===== config.mk =====
export PLATFORM = sky130hd
export DESIGN_NAME = mbf_lane
export DESIGN_NICKNAME = d
export VERILOG_FILES = /design/src/design/mbf_pkg.sv /design/src/design/mbf_lane.sv
export SDC_FILE = /design/constraint.sdc
export NUM_CORES = 1
export LEC_CHECK = 0
export ABC_AREA = 1
export CORE_UTILIZATION = 55
export DETAILED_ROUTE_END_ITERATION = 8
export DONT_BUFFER_PORTS = 1
export PLACE_DENSITY_LB_ADDON = 0.3
export SLEW_MARGIN = 20
export SYNTH_ARGS = -nofsm -noshare
export SYNTH_HDL_FRONTEND = slang
export SYNTH_SLANG_ARGS = --single-unit

===== constraint.sdc =====
create_clock -name vclk -period 5.71
set_clock_uncertainty 0.15 [all_clocks]
set_input_delay 0.571 -clock vclk [all_inputs]
set_output_delay 0.571 -clock vclk [all_outputs]
set_load 0.1 [all_outputs]

===== src/design/mbf_pkg.sv =====
// ----------------------------------------------------------------------------
// mbf_pkg: shared types and constants
// Widths, register indexes and lane helpers for the mipmap box filter.
// ----------------------------------------------------------------------------
package mbf_pkg;
	localparam int MaxSizeLog2 = 11;
	localparam int MaxComponents = 4;
	localparam int LvlW = 4;
	localparam int CntW = MaxSizeLog2;
	localparam int RpsDepth = (1 << MaxSizeLog2) - 1;
	localparam int RpsAw = MaxSizeLog2;
	localparam int PairW = 9;
	localparam int RpsW = PairW * MaxComponents;
	localparam int PixW = 8 * MaxComponents;

	localparam logic [1:0] RegWidthLog2 = 2'd0;
	localparam logic [1:0] RegHeightLog2 = 2'd1;
	localparam logic [1:0] RegCompCount = 2'd2;

	typedef logic [7:0] comp_t;
	typedef logic [PairW-1:0] pair_t;

	// Control handed from the sequencer to the component lanes.
	typedef struct packed {
		logic dx;
		logic dy;
	} lane_ctl_t;
endpackage


===== src/design/mbf_lane.sv =====
// ----------------------------------------------------------------------------
// mbf_lane: one component lane
// Forms the horizontal pair sum and the 2x2 total of one byte component.
// ----------------------------------------------------------------------------
module mbf_lane (
	input  mbf_pkg::lane_ctl_t ctl,
	input  mbf_pkg::comp_t     cur,
	input  mbf_pkg::comp_t     left,
	input  mbf_pkg::pair_t     upper,
	output mbf_pkg::pair_t     pair,
	output mbf_pkg::comp_t     avg
);
	logic [9:0] tot;

	always_comb begin
		if (ctl.dx) begin
			pair = {1'b0, left} + {1'b0, cur};
		end else begin
			pair = {cur, 1'b0};
		end
		if (ctl.dy) begin
			tot = {1'b0, upper} + {1'b0, pair};
		end else begin
			tot = {pair, 1'b0};
		end
		avg = tot[9:2];
	end
endmodule


==> results of run 1 <==
## cell families (layout without fill, tap and decap cells)
group / after synthesis / in the layout / share of synthesized area, %
AO/OA/AOI/OAI: 25 / 25 / 15.8
XOR/XNOR: 4 / 4 / 3.74
adder cells (fa/ha/maj): 18 / 18 / 24.8
buffers and inverters: 29 / 42 / 11.7
AND/OR/NAND/NOR: 94 / 94 / 43.9
## layout by cell type (no fill, tap or decap), drive strengths merged
master  instances
a211oi          1
a21boi          3
a21oi           8
and2            3
buf            14
clkinv          1
fa              1
ha             17
inv            27
nand2          54
nand3          23
nand3b          2
nand4           1
nor2            7
o211ai          1
o21a            1
o21ai           9
o21bai          1
o22ai           1
or2             4
xnor2           4
## area by class of cell
class / count / area (um^2)
repair buffers: 14 / 105
well taps: 16 / 20.0
fillers: 134 / 459
inverters: 28 / 105
multi-input cells: 141 / 852
## report_power, final
group          internal, mW  switching, mW
Sequential                0              0
Clock                     0              0
Combinational        0.0702          0.219
## per-layer routing
layer	GRT usage, %	wire, um	vias to the layer above
met5	0	0	-
met2	54.3	1330	30
met1	34.0	1010	495
met3	0.851	98	2
met4	4.85	11	0
li1	-	-	587
## metrics by stage
stage / area (um^2) / hold slack [ns]
finish: 1080 / 1.28
global route: 1080 / 1.28
CTS: 1080 / 1.28
detailed placement: 1080 / 1.28
global placement: 1080 / 1.27
floorplan: 947 / 1.36
## worst paths after layout
check,endpoint,cells after the start,startpoint
hold / removal,pair[2],2,ctl[1]
setup / recovery,avg[5],20,cur[0]
==> results.ini, run 1 <==
[floorplan]
coreArea_um2 = 1540
start_util_pct = 60.8
die_h_um = 43.3
fp.dieArea_um2 = 1870
rows = 14
io-pin-count = 44
die_w_um = 43.3

[yosys]
syn_avg_cell_area_um2 = 5.51
synth.top_cells.by_area = ha_1, nand2_1, nand3_1, inv_1, a21oi_1
seq_area_frac_synth_pct = 0
yosysMostFrequentCell = nand2_1
synth_area_um2 = 937
synth_top_cell_area_share_pct = 22.7
yosys.area.top_type = ha_1
syn-num-nets = 215
synthCells = 170
synth_common_cells = nand2_1, inv_1, nand3_1
synthDistinctLibCells = 26
yosys_warnings = 0

[pwr]
max-vdd-ir-drop_v = 0.000141
p_total_uw = 289
p_leak_nw = 0.633
power_density_nw_per_um2 = 267

[place]
dp_cells = 199
place_ws_ns = 1.57
port_buffers = 0
hpwl_um = 2150
place.gp.congestion = 0.890

[setup_path]
required_ns = 4.99
crit_fanout = 5
crit_path_start_kind = input port
critPathMostFrequentCell = nand2_1
slowest_delay_ns = 0.35
worstPathArrival_ns = 3.45
cp_slowest_cell = fa_1
endpoint_kind = output pin
worst-path-buf-inv = 4
crit_family = simple AND/OR/NAND/NOR gates
cp_cell_sequence = ha_1 > inv_1 > fa_1 > inv_1 > nand3_1 > nand2_1 > nand2_1 > nand2_1 > nand2_1 > nand3_1 > and2_1 > buf_4 > ha_1 > a21oi_1 > a21boi_1 > nand2_1 > nand2_1 > nand3_1 > nand2_1 > buf_4
criticalPathCategory = input port to output pin

[sta]
rsz0062_at_grt = false
timing.fmax_ghz = 0.239
final.setup.tns_ns = 0
worst_slew_pin_slew_ns = 0.904
slew_headroom_pct = 39.6
worst_slack_ns = 1.53
finalSetupViolations = 0
finalMaxSlewViolations = 0
final.period_utilization_pct = 73.1
report.final.hold_viol_count = 0
min_period_ns = 4.18

[clocking]
cts.repair.resized = 0
cts_hold_buf = 0
postCtsSetupRepairBufs = 0

[route]
vias_per_cell = 5.60
ant_nets = 0
first_pass_iters = 4
drc = 0
routed_wl_um = 2450
dr_total_vias = 1114
drt-wirelength-per-cell_um = 12.3
drt_iter0_markers = 18

[run]
drv_cap = 0

[grt]
antenna_found_initial = 0
grt_pass1_wl_um = 4230
grt_usage_pct = 28.1
grt_max_degree = 17
grt_pass1_vias = 1059
grt_overflow = 0

[layout]
nClkBuffers = 0
utilization_pct = 70.2
stdcell_count = 199
final_nets = 230
regArea_um2 = 0
n_antenna_cell = 0
seq_cells = 0
area_growth_pct = 15.5
drive_gt1_share_pct = 14.8

[status]
status = finished, final reports clean

[hold_path]
hp-class = input port to output pin

(Power assumes the default switching activity.)
==> run 2: changes to the inputs <==
- clock period: 5.71 -> 3.95 ns (I/O delays scaled with it)
==> results.ini, run 2 (synthesis gave the netlist of run 1 again) <==
[place]
hpwl_um = 2410  ; +12%
place_ws_ns = 0.428  ; -1.14 ns
port_buffers = 0  ; unchanged
place_area_um2 = 1200  ; +11%
place.gp.congestion = 0.870  ; -2.3%

[layout]
final_common_cell = nand2_1
fillCellCount = 125  ; -6.7%
layout_common_cells = nand2_1, inv_1, nand3_1
n_antenna_cell = 0  ; unchanged
final_nets = 232  ; +0.87%
regArea_um2 = 0  ; unchanged
seq_cells = 0  ; unchanged
area_growth_pct = 27.8
stdcell_area_um2 = 1200  ; +11%
multi_input_comb_area_um2 = 890  ; +4.4%
nClkBuffers = 0  ; unchanged
drive_gt1_share_pct = 18.4  ; +3.6 points

[floorplan]
io-pin-count = 44  ; unchanged
die_w_um = 43.3  ; unchanged
die_h_um = 43.3  ; unchanged
fp.dieArea_um2 = 1870  ; unchanged
rows = 14  ; unchanged
coreArea_um2 = 1540  ; unchanged
start_util_pct = 60.8  ; unchanged

[route]
ant_nets = 0  ; unchanged
dr_total_vias = 1169  ; +4.9%
routed_wl_um = 2800  ; +14%
drt_iter0_markers = 34  ; +16
first_pass_iters = 4  ; unchanged
vias_per_cell = 5.82  ; +3.9%
drc = 0  ; unchanged
drt-wirelength-per-cell_um = 13.9  ; +13%

[sta]
rsz0062_at_grt = false
final.period_utilization_pct = 91.0
timing.fmax_ghz = 0.278
worst_slew_pin_slew_ns = 0.817  ; -0.0869 ns
slew_headroom_pct = 45.5  ; +5.9 points
holdWs_ns = 0.928  ; -0.353 ns
finalMaxSlewViolations = 0  ; unchanged
finalSetupViolations = 0  ; unchanged
final.setup.tns_ns = 0  ; unchanged
min_period_ns = 3.59
report.final.hold_viol_count = 0  ; unchanged
worst_slack_ns = 0.355  ; -1.18 ns

[pwr]
power_switching_uw = 331  ; +51%
power_density_nw_per_um2 = 390  ; +46%
p_clk_share_pct = 0  ; unchanged
comb_power_share_pct = 100.0  ; about the same
p_total_uw = 466  ; +61%
switching_share_pct = 71.1  ; -4.7 points
p_int_uw = 135  ; +92%
max-vdd-ir-drop_v = 0.000258  ; +83%
p_leak_nw = 0.670  ; +5.8%
p_seq_share_pct = 0  ; unchanged

[setup_path]
criticalPathCategory = input port to output pin
worstPathArrival_ns = 3.05  ; -0.40 ns
endpoint_kind = output pin
cp_slowest_cell = fa_1
crit_path_start_kind = input port
crit_fanout = 5  ; unchanged
required_ns = 3.40  ; -1.59 ns
slowest_delay_ns = 0.38  ; +0.03 ns
cp_cell_sequence = ha_1 > inv_1 > fa_1 > inv_1 > nand3_1 > nand2_1 > nand2_1 > nand3_1 > nand3_1 > and2_2 > ha_1 > a21oi_1 > a21boi_1 > nand2_1 > a21boi_1 > o21ai_4 > buf_12

[status]
status = finished, final reports clean

[clocking]
cts.repair.resized = 0  ; unchanged
postCtsSetupRepairBufs = 0  ; unchanged
cts_hold_buf = 0  ; unchanged

[hold_path]
hp-class = input port to output pin

[run]
drv_cap = 0  ; unchanged

[grt]
grt_pass1_vias = 1073  ; +1.3%
grt_overflow = 0  ; unchanged
grt_max_degree = 17  ; unchanged
grt_pass1_wl_um = 4460  ; +5.6%
grt_usage_pct = 30.3  ; +2.2 points
antenna_found_initial = 0  ; unchanged

[run 2: per-layer routing]
layer	vias to the layer above	global-route usage [%]	share of wire [%]
met5	-	0	0
met4	0	10.9	2.6
met3	8	2.55	5.3
met2	42	56.4	53
met1	529	35.1	39
li1	590	-	-
[run 2: final timing paths]
kind              startpoint       to  cells after the start
setup / recovery      cur[0]   avg[7]                     17
hold / removal        ctl[1]  pair[2]                      2
[run 2: power by group through the flow]
stage	registers, mW	logic, mW	clock network [mW]
after CTS	0	0.463	0
after global routing	0	0.492	0
final	0	0.466	0
after detailed placement	0	0.462	0
after floorplan	0	0.361	0
after global placement	0	0.451	0
[run 2: metrics by stage]
stage	cells	utilization, %
floorplan	170	-
global placement	201	77.7
detailed placement	201	77.7
CTS	201	77.7
global route	201	77.7
finish	201	77.7
[run 2: critical path, delay by kind of cell]
family	cells	cell delay (ns)
AOI/OAI and AO/OA	4	0.73
adders and majority gates	3	0.88
buffers and inverters	3	0.35
and+or+nand+nor	7	0.70
[run 2: area by class of cell]
type | count | share of cell area (%)
multi-input cells | 141 | 74.3
repair buffers | 16 | 15.3
inverters | 28 | 8.78
well taps | 16 | 1.67
==> run 3: changes to the inputs <==
- ABC_AREA: 1 -> unset
==> results.ini, run 3 <==
[status]
status = finished, final reports clean

[setup_path]
criticalPathCategory = input port to output pin
crit_family = compound AO/OA/AOI/OAI gates
cp_num_cells = 12  ; -5
cp_slowest_cell = o21ai_0
crit_path_start_kind = input port
cp_cell_sequence = ha_2 > a211oi_2 > nor2_1 > o21ai_0 > mux2i_4 > ha_1 > o21a_1 > o21ai_0 > o221ai_2 > xor2_1 > mux2_2 > buf_12
worstPathArrival_ns = 3.08  ; +0.03 ns
crit_fanout = 5  ; unchanged
worst-path-buf-inv = 1  ; -2
critPathMostFrequentCell = o21ai_0
endpoint_kind = output pin
slowest_delay_ns = 0.36  ; -0.02 ns
required_ns = 3.40  ; about the same

[layout]
regArea_um2 = 0  ; unchanged
fillCellCount = 88  ; -30%
final_nets = 179  ; -23%
drive_gt1_share_pct = 30.3  ; +12 points
utilization_pct = 84.1  ; +6.4 points
seq_cells = 0  ; unchanged
layout_common_cells = inv_1, nand2_1, ha_1
nClkBuffers = 0  ; unchanged
stdcell_area_um2 = 1280  ; +7.0%
n_antenna_cell = 0  ; unchanged
area_growth_pct = 42.2

[grt]
grt_usage_pct = 29.6  ; -0.71 points
antenna_found_initial = 0  ; unchanged
grt_max_degree = 20  ; +3
grt_pass1_vias = 975  ; -9.1%
grt_overflow = 0  ; unchanged
grt_pass1_wl_um = 4330  ; -3.1%

[floorplan]
die_w_um = 42.5  ; -1.9%
fp.dieArea_um2 = 1800  ; -3.7%
die_h_um = 42.5  ; -1.9%
start_util_pct = 59.1  ; -1.7 points
coreArea_um2 = 1520  ; -1.1%
rows = 14  ; unchanged
io-pin-count = 44  ; unchanged

[yosys]
syn-num-nets = 165  ; -23%
synthDistinctLibCells = 38  ; +46%
yosys.area.top_type = ha_1
seq_area_frac_synth_pct = 0  ; unchanged
yosysMostFrequentCell = ha_1
synth_area_um2 = 901  ; -3.9%
synth.top_cells.by_area = ha_1, xor2_1, mux2_2, a21oi_1, o21ai_0
synth_top_cell_area_share_pct = 23.6  ; +0.91 points
yosys_warnings = 0  ; unchanged
synthCells = 120  ; -29%
syn_avg_cell_area_um2 = 7.51  ; +36%
synth_common_cells = ha_1, inv_1, nand2_1

[route]
drt_iter0_markers = 49  ; +44%
dr_total_vias = 985  ; -16%
ant_nets = 0  ; unchanged
drc = 0  ; unchanged
drt-wirelength-per-cell_um = 17.6  ; +26%
vias_per_cell = 6.66  ; +14%
routed_wl_um = 2600  ; -7.2%
first_pass_iters = 4  ; unchanged

[place]
hpwl_um = 2220  ; -7.9%
place.gp.congestion = 0.818  ; -6.0%
port_buffers = 0  ; unchanged
place_ws_ns = 0.330  ; -0.0978 ns
place_area_um2 = 1280  ; +7.0%

[clocking]
postCtsSetupRepairBufs = 0  ; unchanged
cts.repair.resized = 0  ; unchanged
cts_hold_buf = 0  ; unchanged

[sta]
finalMaxSlewViolations = 0  ; unchanged
slew_headroom_pct = 36.9  ; -8.5 points
final.period_utilization_pct = 91.7  ; +0.65 points
final.setup.tns_ns = 0  ; unchanged
worst_slew_pin_slew_ns = 0.953  ; +0.136 ns
min_period_ns = 3.62  ; +0.0257 ns
worst_slack_ns = 0.329  ; -0.0257 ns
timing.fmax_ghz = 0.276  ; -0.71%
rsz0062_at_grt = false
report.final.hold_viol_count = 0  ; unchanged
finalSetupViolations = 0  ; unchanged

[hold_path]
holdPathStages = 2  ; unchanged
hp-class = input port to output pin

[pwr]
p_leak_nw = 0.525  ; -22%
p_total_uw = 563  ; +21%
max-vdd-ir-drop_v = 0.000516  ; +100%
power_density_nw_per_um2 = 439  ; +13%

[run]
drv_cap = 0  ; unchanged

[run 3: changes by cell type after synthesis, moves of 3 or more]
cell,previous run,this run
inv_1,26,11
mux2_2,0,5
nand2_1,54,11
nand3_1,23,1
nor2b_1,0,3
o21a_1,1,6
o21ai_0,3,9
o21ai_1,5,2
or2_2,4,1
xor2_1,0,7
[run 3: final timing paths]
| check | endpoint | start |
|---|---|---|
| worst max-delay path | avg[6] | cur[0] |
| worst min-delay path | avg[2] | ctl[0] |
[run 3: area by class of cell]
class / count / area (um^2) / area share [%]
well taps: 16 / 20.0 / 1.56
inverters: 11 / 41.3 / 3.22
repair buffers: 15 / 205 / 16.0
multi-input cells: 106 / 1010 / 79.2
[run 3: report_power, final]
part | internal (mW) | switching [mW]
logic | 0.186 | 0.377
clock network | 0 | 0
registers | 0 | 0
[run 3: kinds of logic (layout without fill, tap and decap cells)]
family,Yosys count,in the layout,share of synthesized area [%]
AOI/OAI and AO/OA,45,45,36.7
buffers and inverters,14,26,6.67
xor gates and xnor gates,9,9,8.75
muxes,6,6,7.36
adders and majority gates,18,18,25.8
and+or+nand+nor,28,28,14.7
[run 3: routing by layer]
metal / track usage (%) / vias to the layer above / share of wire (%)
li1: - / 480 / -
met1: 36.1 / 458 / 40
met2: 57.8 / 45 / 54
met3: 2.59 / 2 / 5.8
met4: 1.25 / 0 / 0.38
met5: 0 / - / 0
[run 3: stage by stage]
step                hold slack, ns  instances
floorplan                    0.903        120
global placement             0.838        148
detailed placement           0.839        148
CTS                          0.839        148
global route                 0.847        148
finish                       0.839        148
